--- src/hdl/bfa_pkg.sv ---
// shared types, status codes and command structures of the best-fit allocator
package bfa_pkg;

    // result status codes
    localparam logic [2:0] ST_OK        = 3'd0;
    localparam logic [2:0] ST_TOO_LARGE = 3'd1;
    localparam logic [2:0] ST_NO_MEM    = 3'd2;
    localparam logic [2:0] ST_ZERO      = 3'd3;
    localparam logic [2:0] ST_FULL      = 3'd4;

    // how the result word is built
    localparam logic [1:0] KIND_NONE  = 2'd0;
    localparam logic [1:0] KIND_WHOLE = 2'd1;
    localparam logic [1:0] KIND_SPLIT = 2'd2;

    // which captured index a drop pass starts from
    localparam logic [1:0] DROP_RIGHT = 2'd0;
    localparam logic [1:0] DROP_LEFT  = 2'd1;
    localparam logic [1:0] DROP_BEST  = 2'd2;

    // largest grant that fits the output field
    localparam logic [16:0] GRANT_MAX = 17'd2047;
    // byte offsets live in a 17-bit space
    localparam logic [18:0] ADDR_SPACE = 19'd131072;

    // input word
    typedef struct packed {
        logic        mode;
        logic [11:0] request_bytes;
        logic [16:0] block_address;
        logic [10:0] block_size;
    } in_word_t;

    // result word
    typedef struct packed {
        logic [2:0]  status;
        logic [16:0] user_address;
        logic [10:0] granted_bytes;
    } out_word_t;

    // one free extent: header offset and user size
    typedef struct packed {
        logic [16:0] start;
        logic [16:0] size;
    } entry_t;

    // commands from the controller to the datapath
    typedef struct packed {
        logic       load;
        logic       scan;
        logic       drop;
        logic [1:0] drop_sel;
        logic       merge_r;
        logic       merge_l;
        logic       insert;
        logic       load_grow;
        logic       grow;
        logic       split;
        logic       emit;
        logic [2:0] emit_status;
        logic [1:0] emit_kind;
    } ctrl_cmd_t;

    // status from the datapath to the controller
    typedef struct packed {
        logic busy;
        logic mode;
        logic bad_addr;
        logic req_zero;
        logic req_big;
        logic best_found;
        logic r_found;
        logic l_found;
        logic full;
        logic exhausted;
        logic take_whole;
        logic out_free;
    } ctrl_stat_t;

endpackage

--- src/hdl/bfa_ctrl.sv ---
// controller state machine sequencing scans, merges, drops and inserts
module bfa_ctrl (
    input  logic                   clk,
    input  logic                   rst_n,
    input  logic                   in_valid,
    output logic                   in_ready,
    input  bfa_pkg::ctrl_stat_t    stat,
    output bfa_pkg::ctrl_cmd_t     cmd
);
    import bfa_pkg::*;

    localparam logic [3:0] S_IDLE     = 4'd0;
    localparam logic [3:0] S_DECODE   = 4'd1;
    localparam logic [3:0] S_A_SCANW  = 4'd2;
    localparam logic [3:0] S_R_SCANW  = 4'd3;
    localparam logic [3:0] S_R_DROPRW = 4'd4;
    localparam logic [3:0] S_R_LEFT   = 4'd5;
    localparam logic [3:0] S_R_DROPLW = 4'd6;
    localparam logic [3:0] S_R_POSW   = 4'd7;
    localparam logic [3:0] S_R_INSW   = 4'd8;
    localparam logic [3:0] S_A2_SCANW = 4'd9;
    localparam logic [3:0] S_TAKE     = 4'd10;
    localparam logic [3:0] S_TAKE_W   = 4'd11;
    localparam logic [3:0] S_FINISH   = 4'd12;

    logic [3:0] state_reg, state_next;
    logic       grow_reg, grow_next;
    logic [2:0] fin_status_reg, fin_status_next;
    logic [1:0] fin_kind_reg, fin_kind_next;

    assign in_ready = (state_reg == S_IDLE);

    // next state and command decode
    always_comb
    begin
        state_next      = state_reg;
        grow_next       = grow_reg;
        fin_status_next = fin_status_reg;
        fin_kind_next   = fin_kind_reg;
        cmd             = '0;
        case (state_reg)
            S_IDLE:
            begin
                if (in_valid)
                begin
                    cmd.load   = 1'b1;
                    state_next = S_DECODE;
                end
            end
            S_DECODE:
            begin
                grow_next = 1'b0;
                if (stat.mode)
                begin
                    if (stat.bad_addr)
                    begin
                        fin_status_next = ST_OK;
                        fin_kind_next   = KIND_NONE;
                        state_next      = S_FINISH;
                    end
                    else
                    begin
                        cmd.scan   = 1'b1;
                        state_next = S_R_SCANW;
                    end
                end
                else if (stat.req_zero)
                begin
                    fin_status_next = ST_ZERO;
                    fin_kind_next   = KIND_NONE;
                    state_next      = S_FINISH;
                end
                else if (stat.req_big)
                begin
                    fin_status_next = ST_TOO_LARGE;
                    fin_kind_next   = KIND_NONE;
                    state_next      = S_FINISH;
                end
                else
                begin
                    cmd.scan   = 1'b1;
                    state_next = S_A_SCANW;
                end
            end
            S_A_SCANW:
            begin
                if (!stat.busy)
                begin
                    if (stat.best_found)
                    begin
                        state_next = S_TAKE;
                    end
                    else if (stat.exhausted)
                    begin
                        fin_status_next = ST_NO_MEM;
                        fin_kind_next   = KIND_NONE;
                        state_next      = S_FINISH;
                    end
                    else
                    begin
                        // release a fresh chunk at the heap top
                        cmd.load_grow = 1'b1;
                        cmd.scan      = 1'b1;
                        grow_next     = 1'b1;
                        state_next    = S_R_SCANW;
                    end
                end
            end
            S_R_SCANW:
            begin
                if (!stat.busy)
                begin
                    if (!stat.r_found && !stat.l_found && stat.full)
                    begin
                        fin_status_next = ST_FULL;
                        fin_kind_next   = KIND_NONE;
                        state_next      = S_FINISH;
                    end
                    else if (stat.r_found)
                    begin
                        cmd.merge_r  = 1'b1;
                        cmd.drop     = 1'b1;
                        cmd.drop_sel = DROP_RIGHT;
                        state_next   = S_R_DROPRW;
                    end
                    else
                    begin
                        state_next = S_R_LEFT;
                    end
                end
            end
            S_R_DROPRW:
            begin
                if (!stat.busy)
                begin
                    state_next = S_R_LEFT;
                end
            end
            S_R_LEFT:
            begin
                if (stat.l_found)
                begin
                    cmd.merge_l  = 1'b1;
                    cmd.drop     = 1'b1;
                    cmd.drop_sel = DROP_LEFT;
                    state_next   = S_R_DROPLW;
                end
                else
                begin
                    cmd.scan   = 1'b1;
                    state_next = S_R_POSW;
                end
            end
            S_R_DROPLW:
            begin
                if (!stat.busy)
                begin
                    cmd.scan   = 1'b1;
                    state_next = S_R_POSW;
                end
            end
            S_R_POSW:
            begin
                if (!stat.busy)
                begin
                    cmd.insert = 1'b1;
                    state_next = S_R_INSW;
                end
            end
            S_R_INSW:
            begin
                if (!stat.busy)
                begin
                    if (grow_reg)
                    begin
                        cmd.grow   = 1'b1;
                        cmd.scan   = 1'b1;
                        state_next = S_A2_SCANW;
                    end
                    else
                    begin
                        fin_status_next = ST_OK;
                        fin_kind_next   = KIND_NONE;
                        state_next      = S_FINISH;
                    end
                end
            end
            S_A2_SCANW:
            begin
                if (!stat.busy)
                begin
                    if (stat.best_found)
                    begin
                        state_next = S_TAKE;
                    end
                    else
                    begin
                        fin_status_next = ST_NO_MEM;
                        fin_kind_next   = KIND_NONE;
                        state_next      = S_FINISH;
                    end
                end
            end
            S_TAKE:
            begin
                fin_status_next = ST_OK;
                if (stat.take_whole)
                begin
                    cmd.drop      = 1'b1;
                    cmd.drop_sel  = DROP_BEST;
                    fin_kind_next = KIND_WHOLE;
                    state_next    = S_TAKE_W;
                end
                else
                begin
                    cmd.split     = 1'b1;
                    fin_kind_next = KIND_SPLIT;
                    state_next    = S_FINISH;
                end
            end
            S_TAKE_W:
            begin
                if (!stat.busy)
                begin
                    state_next = S_FINISH;
                end
            end
            S_FINISH:
            begin
                if (stat.out_free)
                begin
                    cmd.emit        = 1'b1;
                    cmd.emit_status = fin_status_reg;
                    cmd.emit_kind   = fin_kind_reg;
                    state_next      = S_IDLE;
                end
            end
            default:
            begin
                state_next = S_IDLE;
            end
        endcase
    end

    // state registers
    always_ff @(posedge clk or negedge rst_n)
    begin
        if (!rst_n)
        begin
            state_reg      <= S_IDLE;
            grow_reg       <= 1'b0;
            fin_status_reg <= ST_OK;
            fin_kind_reg   <= KIND_NONE;
        end
        else
        begin
            state_reg      <= state_next;
            grow_reg       <= grow_next;
            fin_status_reg <= fin_status_next;
            fin_kind_reg   <= fin_kind_next;
        end
    end

endmodule

--- src/hdl/bfa_datapath.sv ---
// extent table memory, scan and shift engine, heap counters and result register
module bfa_datapath #(
    parameter int CHUNK_BYTES     = 2048,
    parameter int HEADER_BYTES    = 16,
    parameter int MIN_SPLIT_BYTES = 17,
    parameter int FREE_ENTRIES    = 32,
    parameter int MAX_CHUNKS      = 64
) (
    input  logic                clk,
    input  logic                rst_n,
    input  bfa_pkg::ctrl_cmd_t  cmd,
    output bfa_pkg::ctrl_stat_t stat,
    input  bfa_pkg::in_word_t   in_data,
    input  logic                cfg_valid,
    input  logic [6:0]          cfg_data,
    output logic                out_valid,
    input  logic                out_ready,
    output bfa_pkg::out_word_t  out_data
);
    import bfa_pkg::*;

    localparam int IW  = $clog2(FREE_ENTRIES);
    localparam int CW  = $clog2(FREE_ENTRIES + 1);
    localparam int CHW = $clog2(MAX_CHUNKS + 1);
    localparam int LW  = (CHW > 7) ? CHW : 7;

    localparam logic [1:0] ENG_IDLE = 2'd0;
    localparam logic [1:0] ENG_SCAN = 2'd1;
    localparam logic [1:0] ENG_DROP = 2'd2;
    localparam logic [1:0] ENG_INS  = 2'd3;

    localparam logic [18:0] HDR19  = 19'(HEADER_BYTES);
    localparam logic [16:0] HDR17  = 17'(HEADER_BYTES);
    localparam logic [17:0] HDR18  = 18'(HEADER_BYTES);
    localparam logic [17:0] MIN18  = 18'(MIN_SPLIT_BYTES);
    localparam logic [17:0] CHK18  = 18'(CHUNK_BYTES);
    localparam logic [18:0] CHK19  = 19'(CHUNK_BYTES);
    localparam logic [16:0] CHUNK_USER = 17'(CHUNK_BYTES - HEADER_BYTES);
    localparam logic [LW-1:0] MAXC = LW'(MAX_CHUNKS);

    // heap state and configuration
    logic [CW-1:0]  count_reg;
    logic [17:0]    heap_top_reg;
    logic [CHW-1:0] chunks_reg;
    logic [6:0]     limit_reg;

    // working item
    logic [16:0] h_reg, sz_reg;
    logic [11:0] req_reg;
    logic        mode_reg, bad_addr_reg;

    // shift and scan engine
    logic [1:0]    op_reg;
    logic [CW-1:0] k_reg, kd_reg, tgt_reg;
    logic          vd_reg;

    // scan findings
    logic          r_found_reg, l_found_reg, best_found_reg, exact_reg;
    logic [IW-1:0] r_idx_reg, l_idx_reg, best_idx_reg;
    logic [16:0]   r_size_reg, l_start_reg, l_size_reg, best_start_reg, best_size_reg;
    logic [CW-1:0] pos_reg;

    // result register
    logic      out_valid_reg;
    out_word_t out_reg;

    // extent table
    entry_t        mem [FREE_ENTRIES];
    entry_t        rd_q;
    logic [IW-1:0] rd_addr;
    logic          wr_en;
    logic [IW-1:0] wr_addr;
    entry_t        wr_data;

    logic          issue, done;
    logic [CW-1:0] k_dec, kd_dec;
    logic [IW-1:0] drop_idx;
    logic [18:0]   end_r, left_end;
    logic          below;
    logic [16:0]   req17, split_size, uaddr_whole, uaddr_split;
    logic [10:0]   granted_whole;
    logic [LW-1:0] lim;
    logic [18:0]   grow_sum;
    logic          exhausted;

    assign k_dec  = k_reg - CW'(1);
    assign kd_dec = kd_reg - CW'(1);
    assign req17  = {5'b0, req_reg};

    // engine read issue and memory write selection
    always_comb
    begin
        issue   = 1'b0;
        rd_addr = k_reg[IW-1:0];
        wr_en   = 1'b0;
        wr_addr = kd_reg[IW-1:0];
        wr_data = rd_q;
        case (op_reg)
            ENG_SCAN:
            begin
                issue = (k_reg < count_reg);
            end
            ENG_DROP:
            begin
                issue = (k_reg < count_reg);
                if (vd_reg)
                begin
                    wr_en   = 1'b1;
                    wr_addr = kd_dec[IW-1:0];
                end
            end
            ENG_INS:
            begin
                issue   = (k_reg > tgt_reg);
                rd_addr = k_dec[IW-1:0];
                if (vd_reg)
                begin
                    wr_en = 1'b1;
                end
                else if (!issue)
                begin
                    wr_en   = 1'b1;
                    wr_addr = tgt_reg[IW-1:0];
                    wr_data = '{start: h_reg, size: sz_reg};
                end
            end
            default:
            begin
                if (cmd.split)
                begin
                    wr_en   = 1'b1;
                    wr_addr = best_idx_reg;
                    wr_data = '{start: best_start_reg, size: split_size};
                end
            end
        endcase
    end

    assign done = (op_reg != ENG_IDLE) && !issue && !vd_reg;

    // start index of a drop pass
    always_comb
    begin
        case (cmd.drop_sel)
            DROP_RIGHT: drop_idx = r_idx_reg;
            DROP_LEFT:  drop_idx = l_idx_reg;
            default:    drop_idx = best_idx_reg;
        endcase
    end

    // scan comparisons on the entry just read
    assign end_r    = {2'b00, h_reg} + HDR19 + {2'b00, sz_reg};
    assign left_end = {2'b00, rd_q.start} + HDR19 + {2'b00, rd_q.size};
    assign below    = (rd_q.start < h_reg);

    // allocation arithmetic on the chosen extent
    assign split_size  = best_size_reg - req17 - HDR17;
    assign uaddr_whole = best_start_reg + HDR17;
    assign uaddr_split = best_start_reg + best_size_reg - req17 + HDR17;
    assign granted_whole = (best_size_reg > GRANT_MAX) ? GRANT_MAX[10:0] : best_size_reg[10:0];

    // chunk budget
    assign lim       = (LW'(limit_reg) < MAXC) ? LW'(limit_reg) : MAXC;
    assign grow_sum  = {1'b0, heap_top_reg} + CHK19;
    assign exhausted = (LW'(chunks_reg) >= lim) || (grow_sum > ADDR_SPACE);

    // status to the controller
    always_comb
    begin
        stat.busy       = (op_reg != ENG_IDLE);
        stat.mode       = mode_reg;
        stat.bad_addr   = bad_addr_reg;
        stat.req_zero   = (req_reg == 12'd0);
        stat.req_big    = ({6'b0, req_reg} + HDR18) > CHK18;
        stat.best_found = best_found_reg;
        stat.r_found    = r_found_reg;
        stat.l_found    = l_found_reg;
        stat.full       = (count_reg >= CW'(FREE_ENTRIES));
        stat.exhausted  = exhausted;
        stat.take_whole = ({1'b0, best_size_reg} < ({6'b0, req_reg} + MIN18))
                       || ({1'b0, best_size_reg} <= ({6'b0, req_reg} + HDR18));
        stat.out_free   = !out_valid_reg || out_ready;
    end

    // table memory, one write and one registered read a cycle
    always_ff @(posedge clk)
    begin
        if (wr_en)
        begin
            mem[wr_addr] <= wr_data;
        end
    end

    always_ff @(posedge clk)
    begin
        rd_q <= mem[rd_addr];
    end

    // engine, scan findings, heap state and working item
    always_ff @(posedge clk or negedge rst_n)
    begin
        if (!rst_n)
        begin
            op_reg         <= ENG_IDLE;
            k_reg          <= '0;
            kd_reg         <= '0;
            tgt_reg        <= '0;
            vd_reg         <= 1'b0;
            count_reg      <= '0;
            heap_top_reg   <= '0;
            chunks_reg     <= '0;
            limit_reg      <= 7'd64;
            r_found_reg    <= 1'b0;
            l_found_reg    <= 1'b0;
            best_found_reg <= 1'b0;
            exact_reg      <= 1'b0;
            pos_reg        <= '0;
            mode_reg       <= 1'b0;
            bad_addr_reg   <= 1'b0;
            req_reg        <= '0;
            h_reg          <= '0;
            sz_reg         <= '0;
            r_idx_reg      <= '0;
            l_idx_reg      <= '0;
            best_idx_reg   <= '0;
            r_size_reg     <= '0;
            l_start_reg    <= '0;
            l_size_reg     <= '0;
            best_start_reg <= '0;
            best_size_reg  <= '0;
        end
        else
        begin
            // configuration write
            if (cfg_valid)
            begin
                limit_reg <= cfg_data;
            end

            // read pipeline of the engine
            vd_reg <= issue;
            kd_reg <= k_reg;
            if (issue)
            begin
                if (op_reg == ENG_INS)
                begin
                    k_reg <= k_dec;
                end
                else
                begin
                    k_reg <= k_reg + CW'(1);
                end
            end

            // end of a pass
            if (done)
            begin
                op_reg <= ENG_IDLE;
                if (op_reg == ENG_DROP)
                begin
                    count_reg <= count_reg - CW'(1);
                end
                else if (op_reg == ENG_INS)
                begin
                    count_reg <= count_reg + CW'(1);
                end
            end

            // scan over one entry
            if (op_reg == ENG_SCAN && vd_reg)
            begin
                if (!r_found_reg && ({2'b00, rd_q.start} == end_r))
                begin
                    r_found_reg <= 1'b1;
                    r_idx_reg   <= kd_reg[IW-1:0];
                    r_size_reg  <= rd_q.size;
                end
                if (below)
                begin
                    pos_reg <= pos_reg + CW'(1);
                    if (!l_found_reg && (left_end == {2'b00, h_reg}))
                    begin
                        l_found_reg <= 1'b1;
                        l_idx_reg   <= kd_reg[IW-1:0];
                        l_start_reg <= rd_q.start;
                        l_size_reg  <= rd_q.size;
                    end
                end
                if (!exact_reg)
                begin
                    if (rd_q.size == req17)
                    begin
                        exact_reg      <= 1'b1;
                        best_found_reg <= 1'b1;
                        best_idx_reg   <= kd_reg[IW-1:0];
                        best_start_reg <= rd_q.start;
                        best_size_reg  <= rd_q.size;
                    end
                    else if ((rd_q.size > req17)
                          && (!best_found_reg || (rd_q.size < best_size_reg)))
                    begin
                        best_found_reg <= 1'b1;
                        best_idx_reg   <= kd_reg[IW-1:0];
                        best_start_reg <= rd_q.start;
                        best_size_reg  <= rd_q.size;
                    end
                end
            end

            // pass starts
            if (cmd.scan)
            begin
                op_reg         <= ENG_SCAN;
                k_reg          <= '0;
                r_found_reg    <= 1'b0;
                l_found_reg    <= 1'b0;
                best_found_reg <= 1'b0;
                exact_reg      <= 1'b0;
                pos_reg        <= '0;
            end
            if (cmd.drop)
            begin
                op_reg <= ENG_DROP;
                k_reg  <= CW'(drop_idx) + CW'(1);
            end
            if (cmd.insert)
            begin
                op_reg  <= ENG_INS;
                k_reg   <= count_reg;
                tgt_reg <= pos_reg;
            end

            // working item updates
            if (cmd.load)
            begin
                mode_reg     <= in_data.mode;
                req_reg      <= in_data.request_bytes;
                bad_addr_reg <= (in_data.block_address < HDR17);
                h_reg        <= in_data.block_address - HDR17;
                sz_reg       <= {6'b0, in_data.block_size};
            end
            if (cmd.load_grow)
            begin
                h_reg  <= heap_top_reg[16:0];
                sz_reg <= CHUNK_USER;
            end
            if (cmd.merge_r)
            begin
                sz_reg <= sz_reg + HDR17 + r_size_reg;
            end
            if (cmd.merge_l)
            begin
                h_reg  <= l_start_reg;
                sz_reg <= l_size_reg + sz_reg + HDR17;
            end
            if (cmd.grow)
            begin
                heap_top_reg <= grow_sum[17:0];
                chunks_reg   <= chunks_reg + CHW'(1);
            end
        end
    end

    // output register
    always_ff @(posedge clk or negedge rst_n)
    begin
        if (!rst_n)
        begin
            out_valid_reg <= 1'b0;
        end
        else if (cmd.emit)
        begin
            out_valid_reg <= 1'b1;
        end
        else if (out_ready)
        begin
            out_valid_reg <= 1'b0;
        end
    end

    always_ff @(posedge clk)
    begin
        if (cmd.emit)
        begin
            out_reg.status <= cmd.emit_status;
            case (cmd.emit_kind)
                KIND_WHOLE:
                begin
                    out_reg.user_address  <= uaddr_whole;
                    out_reg.granted_bytes <= granted_whole;
                end
                KIND_SPLIT:
                begin
                    out_reg.user_address  <= uaddr_split;
                    out_reg.granted_bytes <= req_reg[10:0];
                end
                default:
                begin
                    out_reg.user_address  <= '0;
                    out_reg.granted_bytes <= '0;
                end
            endcase
        end
    end

    assign out_valid = out_valid_reg;
    assign out_data  = out_reg;

endmodule

--- src/hdl/best_fit_free_list_allocator.sv ---
// top level of the best-fit heap allocator with coalescing free-extent table
//
// Three channels. The input channel (in_valid, in_ready, in_data) takes one word
// per request: mode 0 allocates request_bytes, mode 1 frees block_address with
// its recorded block_size. The output channel (out_valid, out_ready, out_data)
// returns exactly one word per request: status, user_address, granted_bytes.
// The configuration channel (cfg_valid, cfg_ready, cfg_data) writes the chunk
// limit; it is always ready and should be used only while the block is idle.
// One request is worked on at a time. Each pass over the free table reads one
// entry per cycle from the single read port. An allocation that fits takes one
// or two passes; a free that is merged or inserted takes three to five passes;
// an allocation that grows the heap takes up to eight passes.
// Reset empties the table, zeroes the heap top and chunk count and sets the
// chunk limit to 64; no clearing pass is needed. A finished word waits in an
// output register; while it is unread the next request is still accepted and
// worked on, and the block holds its own next result until the slot is free.
module best_fit_free_list_allocator #(
    parameter int CHUNK_BYTES     = 2048,
    parameter int HEADER_BYTES    = 16,
    parameter int MIN_SPLIT_BYTES = 17,
    parameter int FREE_ENTRIES    = 32,
    parameter int MAX_CHUNKS      = 64
) (
    input  logic               clk,
    input  logic               rst_n,
    input  logic               in_valid,
    output logic               in_ready,
    input  bfa_pkg::in_word_t  in_data,
    output logic               out_valid,
    input  logic               out_ready,
    output bfa_pkg::out_word_t out_data,
    input  logic               cfg_valid,
    output logic               cfg_ready,
    input  logic [6:0]         cfg_data
);
    import bfa_pkg::*;

    ctrl_cmd_t  cmd;
    ctrl_stat_t stat;

    // configuration register is written in any cycle
    assign cfg_ready = 1'b1;

    // sequencing
    bfa_ctrl u_ctrl (
        .clk      (clk),
        .rst_n    (rst_n),
        .in_valid (in_valid),
        .in_ready (in_ready),
        .stat     (stat),
        .cmd      (cmd)
    );

    // table, arithmetic and result word
    bfa_datapath #(
        .CHUNK_BYTES     (CHUNK_BYTES),
        .HEADER_BYTES    (HEADER_BYTES),
        .MIN_SPLIT_BYTES (MIN_SPLIT_BYTES),
        .FREE_ENTRIES    (FREE_ENTRIES),
        .MAX_CHUNKS      (MAX_CHUNKS)
    ) u_datapath (
        .clk       (clk),
        .rst_n     (rst_n),
        .cmd       (cmd),
        .stat      (stat),
        .in_data   (in_data),
        .cfg_valid (cfg_valid),
        .cfg_data  (cfg_data),
        .out_valid (out_valid),
        .out_ready (out_ready),
        .out_data  (out_data)
    );

endmodule

--- config.mk ---
export PLATFORM = sky130hd
export DESIGN_NAME = best_fit_free_list_allocator
export DESIGN_NICKNAME = d
export VERILOG_FILES = /design/src/hdl/bfa_pkg.sv /design/src/hdl/bfa_ctrl.sv /design/src/hdl/bfa_datapath.sv /design/src/hdl/best_fit_free_list_allocator.sv
export SDC_FILE = /design/constraint.sdc
export NUM_CORES = 2
export LEC_CHECK = 0
export ABC_AREA = 1
export BUFFER_PORTS_ARGS = -buffer_cell sky130_fd_sc_hd__clkbuf_2
export CAP_MARGIN = 15
export CORE_AREA = 8 8 361 363
export DETAILED_ROUTE_END_ITERATION = 6
export DIE_AREA = 0 0 369 371
export GPL_ROUTABILITY_DRIVEN = 0
export GPL_TIMING_DRIVEN = 1
export PLACE_DENSITY_LB_ADDON = 0.12
export SETUP_SLACK_MARGIN = 0.2
export SYNTH_ARGS = -nofsm -noshare
export SYNTH_HDL_FRONTEND = slang
export SYNTH_SLANG_ARGS = --single-unit
export TNS_END_PERCENT = 10
--- constraint.sdc ---
create_clock -name clk -period 6.35 [get_ports clk]
set_clock_uncertainty 0.1 [all_clocks]
set_input_delay 0.9525 -clock clk [delete_from_list [all_inputs] [get_ports clk]]
set_output_delay 0.9525 -clock clk [all_outputs]
set_load 0.05 [all_outputs]
Word-level counts from Yosys, hierarchy flattened
Memories as Yosys holds them, arrays and structs flattened. A register that Yosys moved wholly into a read port is not among the register bits.
Cells that the tools add are included.
Widths: inputs -> output; s select.
{"block": "totals", "word_cells": 319, "regBits": 258, "ramBits": 1088, "in_bits": 53, "memories": 1}
{"name": "u_datapath.mem", "words": 32, "width": 34, "read_ports": 1, "rd_clocked_by_memory_dff": 1, "wr": 1, "line": "bfa_datapath.sv:68", "text": "entry_t mem [FREE_ENTRIES];"}
{"block": "op_classes", "mux": 153, "bitwise_logic": 1, "eq_ne": 40, "reduce_logical": 49, "add_sub_neg": 26, "order_cmp": 14}
{"cell": "$mux 17", "count": 11}
{"cell": "$mux 34", "count": 3}
{"cell": "$mux 4", "count": 20}
{"cell": "$mux 6", "count": 12}
{"cell": "$add 17x5->17 const B", "count": 4}
{"cell": "$pmux 34 s2", "count": 1}
{"cell": "$pmux 28 s2", "count": 1}
{"cell": "$mux 3", "count": 18}
{"cell": "$pmux 4 s13", "count": 1}
{"cell": "$add 17x17->17", "count": 3}
{"cell": "$mux 1", "count": 50}
{"cell": "$add 19x17->19", "count": 2}
{"cell": "$add 17x5->18 const B", "count": 2}
{"cell": "$mux 2", "count": 18}
{"cell": "$mux 5", "count": 7}
{"cell": "$lt 17x17->1", "count": 2}
{"cell": "$sub 17x12->17", "count": 2}
{"cell": "$sub 17x5->17 const B", "count": 2}
{"cell": "$ne 2x2->1 const B", "count": 15}
{"cell": "$add 12x5->13 const B", "count": 2}
{"cell": "$eq 4x4->1 const B", "count": 5}
{"cell": "$add 18x12->19 const B", "count": 1}
{"cell": "$eq 17x19->1", "count": 1}
{"cell": "$eq 19x17->1", "count": 1}
{"cell": "53 further kinds", "count": 99}

Longest topological paths before layout
{"block": "logic_depth", "depth_word": 11, "mapped_depth": 28}

Hierarchy
Synthesis repeated with hierarchy kept, for this count alone.
{"block": "unflattened", "cells_unflattened": 6236, "area_unflattened_um2": 66471.3}
{"module": "bfa_datapath", "area_per_inst_um2": 65465.3, "n_inst": 1, "seq_area_each_um2": 39439.1, "cells_each": 6059}
{"module": "bfa_ctrl", "area_per_inst_um2": 994.7, "n_inst": 1, "seq_area_each_um2": 250.2, "cells_each": 175}
{"module": "best_fit_free_list_allocator", "area_per_inst_um2": 11.3, "n_inst": 1, "seq_area_each_um2": 0.0, "cells_each": 2}

Least setup slack after synthesis
No wires, ideal clock.
{"block": "synth_timing", "path_type": "reg2reg", "start": "register u_datapath.req_reg[4]", "end": "memory u_datapath.mem[3][0] (netlist bit), enable pin", "t_arrival_ps": 4523, "path_stages_with_launch": 25, "required_ps": 5825, "path_buffers": 1, "path_slack_ps": 1302, "setup_time_ps": 425, "synth_period_minus_slack_ps": 5048, "path_cell_list": "dfrtp_1 -> inv_1 -> ha_1 -> inv_1 -> o21ai_0 -> nand2_1 -> nor2_1 -> nand2_1 -> xor2_1 -> ha_1 -> nand4_1 -> nor2_1 -> nand3b_1 -> nand3_1 -> nand3_2 -> nor2_4 -> inv_2 -> buf_6 -> a21oi_1 -> o21ai_2 -> nand2_1 -> nand2_1 -> inv_1 -> nand2_1 -> nor2_1"}
{"block": "synth_between", "elab_chain_len": 9, "word_cells_on_any_way": 13}
{"item": "start: declaration", "line": "bfa_datapath.sv:49", "text": "logic [11:0] req_reg;"}
{"item": "start signal: assignment", "line": "bfa_datapath.sv:337", "text": "req_reg <= in_data.request_bytes;"}
{"item": "$add 12x5->13, on equally long branches", "line": "bfa_datapath.sv:180, bfa_datapath.sv:181"}
{"item": "$lt 17x18->1 / $le 17x18->1 (equally long branches)", "line": "bfa_datapath.sv:180, bfa_datapath.sv:181"}
{"item": "$logic_or 1x1->1 *", "line": "bfa_datapath.sv:181", "text": "|| ({1'b0, best_size_reg} <= ({6'b0, req_reg} + HDR18));"}
{"item": "$mux 1 *", "line": "bfa_ctrl.sv:207", "text": "if (stat.take_whole)"}
{"item": "$mux 1 *", "line": "bfa_ctrl.sv:41", "text": "case (state_reg)"}
{"item": "$mux 1", "line": "bfa_datapath.sv:129", "text": "if (cmd.split)"}
{"item": "$pmux 1 s3", "line": "bfa_datapath.sv:98", "text": "case (op_reg)"}
{"item": "$mux 1", "line": "bfa_datapath.sv:188", "text": "if (wr_en)"}
{"item": "$mux 1 (implied by the code)", "line": "bfa_datapath.sv:190", "text": "mem[wr_addr] <= wr_data;"}
{"item": "end: declaration", "line": "bfa_datapath.sv:68"}
Mark *: on every way between the ends. The rest lies on a longest branch, timed or not.

Worst setup path after layout
{"block": "layout_timing", "start": "register u_datapath.req_reg[4]", "end": "memory u_datapath.mem[18][20] (netlist bit), enable pin"}
The elaborated chain is that of the path after synthesis.

==> qor.tcl <==
set qor(yosysUniqueCellTypes) 64
set qor(total_routed_length_um) 204000
set qor(final-setup-viol-count) 0
set qor(timing_worst_slew_pin_value_ps) 1160
set qor(fin_worst_hold_slack_ps) 122
set qor(hpwl_um) 135000
set qor(via_density_per_instance) 6.14
set qor(utilization) 0.609
set qor(setup_repair_after_global_routing_missed_its_margin) {false}
set qor(power.static_leakage_nw) 29.2
set qor(ys_top_cells_by_count) {sky130_fd_sc_hd__edfxtp_1, sky130_fd_sc_hd__nand2_1, sky130_fd_sc_hd__mux2_2, sky130_fd_sc_hd__inv_1, sky130_fd_sc_hd__o21ai_0}
set qor(detailed_route_drc_error_count) 24
set qor(area_growth_pct) 11.7
set qor(num-fill-cells) 10080
set qor(final.setup.worst_slack_ps) 1240
set qor(synth_top_area_frac) 0.494
set qor(peakVddDrop_uv) 512
set qor(clock_tree_from_tritoncts) {done}
set qor(yosys_register_bits) 1369
set qor(root_buffer) {sky130_fd_sc_hd__clkbuf_16}
set qor(drt_pass1_iterations) 7
set qor(core_area_mm2) 0.125
set qor(postCtsResizedCells) 0
set qor(die_area_mm2) 0.137
set qor(max_freq_ghz) 0.196
set qor(dr_total_vias) 48207
set qor(first_global_vias) 46118
set qor(finish.net_count) 6419
set qor(postSynthNetCount) 6327
set qor(clkSinkCount) 1369
set qor(timing.final.crit_share) 0.804
set qor(max_cap_violations) 0
set qor(yosysMostFrequentCell) {sky130_fd_sc_hd__edfxtp_1}
set qor(run_status) {complete, but fails checks}
set qor(rows) 130
set qor(worstSetupEndpointType) {flop}
set qor(gr-total-overflow) 0
set qor(crit_path_max_fanout) 22
set qor(worst_skew_pair.late_latency_ps) 800
set qor(finalHoldViolations) 0
set qor(avgRoutedWirePerCell_um) 26.0
set qor(grt_start_max_net_pins) 146
set qor(hold_buffers) 0
set qor(post-cts-setup-buffer-count) 0
set qor(violations) {DRC}
set qor(die_height_um) 371
set qor(wire_length_of_the_first_global_routing_pass_um) 303000
set qor(largest_reg_flops) 1088
set qor(count_of_antenna_violating_nets_left_after_detailed_routing) 0
set qor(cts-htree-levels) 4
set qor(synth-edff-count) 1119
set qor(ctsLongestPathBuffers) 3
set qor(cell_area_after_synthesis_mm2) 0.0680
set qor(syn_inst) 5987
set qor(area_leader_netlist) {sky130_fd_sc_hd__edfxtp_1}
set qor(grt.total_usage) 0.293
set qor(final.setup.tns_ps) 0
set qor(crit_required_ps) 6720
set qor(pre_cts_slack_ps) 1410
set qor(final_max_slew_viol_count) 0
set qor(top_level_ports) 87
set qor(final_layout_size_suffix_gt1_frac) 0.159
set qor(cts_buffers) 149
set qor(port_buffer_count) 85
set qor(worstPathArrival_ps) 5480
set qor(post_synth_main_area_contributors) {sky130_fd_sc_hd__edfxtp_1, sky130_fd_sc_hd__dfrtp_1, sky130_fd_sc_hd__mux2_2}
set qor(avgSynthCellArea_um2) 11.4
set qor(die_width_um) 369
set qor(min_period_ps) 5110
set qor(worstSetupStartpointType) {flop}
set qor(worst_hold_path_type) {in2async}
set qor(power_per_cell_area_mw_per_mm2) 579
set qor(initial_utilization) 0.545
set qor(setup.worst_path.class) {reg2reg}
set qor(synthesis.yosys.warnings) 0
set qor(slew_headroom) 0.222
set qor(drt_iter0_drc) 5564
set qor(synth_ff_type) {sky130_fd_sc_hd__edfxtp_1}
set qor(clkTransAtPathRegs_ps) 60
set qor(synthArstFlopShare) 0.158
set qor(initial_antenna_violation_count) 6
set qor(largest-register) {u_datapath.mem}
set qor(yosysSeqAreaShare) 0.584
==> kinds of logic (layout without fill, tap and decap cells) <==
logic type / after synthesis / after routing / share of synthesized area
and+or+nand+nor: 1721 / 1721 / 0.107
adders and majority gates: 287 / 287 / 0.0549
buffers and inverters: 737 / 947 / 0.0423
AOI/OAI and AO/OA: 1176 / 1176 / 0.104
xor gates and xnor gates: 145 / 145 / 0.0187
DFF: 1369 / 1369 / 0.584
muxes: 551 / 551 / 0.0888
other: 1 / 3 / 0.0000552
==> stage by stage <==
stage	instance area, µm²	instances	power [mW]
after floorplan	68000	5987	27.0
after global placement	71200	7577	34.9
after detailed placement	71200	7577	35.1
after CTS	75900	7846	43.6
after global routing	75900	7847	46.1
final	75900	7849	43.9
==> routing by layer <==
layer / GRT usage / wire [µm] / vias to the layer above
li1: - / - / 21865
met1: 0.405 / 85100 / 23606
met2: 0.448 / 90500 / 2249
met3: 0.0546 / 17900 / 483
met4: 0.138 / 10800 / 4
met5: 0 / 35 / -
==> where the power goes <==
group	total [mW]	internal (mW)	switching [mW]
Sequential	13.7	12.7	1.01
Clock	8.50	4.91	3.58
Combinational	21.7	6.71	15.0
==> placed cells by master (no fill, tap or decap), types with 44 or more instances in the layout <==
cell	instances
sky130_fd_sc_hd__nand2_1	1003
sky130_fd_sc_hd__o211ai_1	268
sky130_fd_sc_hd__mux2i_1	137
sky130_fd_sc_hd__mux2_2	414
sky130_fd_sc_hd__dfrtp_1	214
sky130_fd_sc_hd__nor2_1	236
sky130_fd_sc_hd__inv_1	408
sky130_fd_sc_hd__clkbuf_2	84
sky130_fd_sc_hd__clkbuf_16	155
sky130_fd_sc_hd__edfxtp_1	1119
sky130_fd_sc_hd__nand3_1	250
sky130_fd_sc_hd__o21ai_0	380
sky130_fd_sc_hd__a31oi_1	45
sky130_fd_sc_hd__xor2_1	101
sky130_fd_sc_hd__a21oi_1	299
sky130_fd_sc_hd__nand4_1	93
sky130_fd_sc_hd__xnor2_1	44
sky130_fd_sc_hd__ha_1	265
sky130_fd_sc_hd__buf_4	152
==> critical path, stage by stage, from the launching register on <==
cell and delay (ps):
sky130_fd_sc_hd__dfrtp_1 470, sky130_fd_sc_hd__inv_1 240, sky130_fd_sc_hd__ha_1 180, sky130_fd_sc_hd__inv_1 40
sky130_fd_sc_hd__o21ai_0 270, sky130_fd_sc_hd__nand2_1 90, sky130_fd_sc_hd__nor2_1 260, sky130_fd_sc_hd__nand2_1 110
sky130_fd_sc_hd__xor2_1 160, sky130_fd_sc_hd__ha_1 290, sky130_fd_sc_hd__nand4_1 80, sky130_fd_sc_hd__nor2_1 150
sky130_fd_sc_hd__nand3b_1 100, sky130_fd_sc_hd__nand3_1 130, sky130_fd_sc_hd__nand3_2 230, sky130_fd_sc_hd__nor2_4 250
sky130_fd_sc_hd__nand2_1 80, sky130_fd_sc_hd__o211ai_1 140, sky130_fd_sc_hd__nand2_1 140, sky130_fd_sc_hd__a21oi_1 240
sky130_fd_sc_hd__nand2_1 270, sky130_fd_sc_hd__nor2_4 480, sky130_fd_sc_hd__buf_12 250
==> layout make-up <==
class                           count  area (µm²)  area share
Sequential cell                  1369       39700       0.523
Multi-Input combinational cell   3881       25900       0.341
Clock buffer                      203        4110      0.0541
Tap cell                         1650        2060      0.0272
Timing Repair Buffer              254        1920      0.0253
Inverter                          424        1590      0.0210
Clock inverter                     66         619     0.00816
Antenna cell                        2        5.00   0.0000659
==> path summary, 6_finish.rpt <==
path	slack [ps]	to	from	cells past startpoint
max	1240	u_datapath.mem[18][20]	u_datapath.req_reg[4]	22
min	120	u_datapath.limit_reg[4]	rst_n	1
max reg2reg	1240	u_datapath.mem[18][20]	u_datapath.req_reg[4]	22
min reg2reg	370	u_datapath.l_start_reg[12]	u_datapath.l_start_reg[12]	2
max in group asynchronous	4850	u_datapath.best_start_reg[2]	rst_n	2
min in group clk	280	u_datapath.bad_addr_reg	in_data[26]	2
Note: power is estimated with default switching activity, not from simulation.
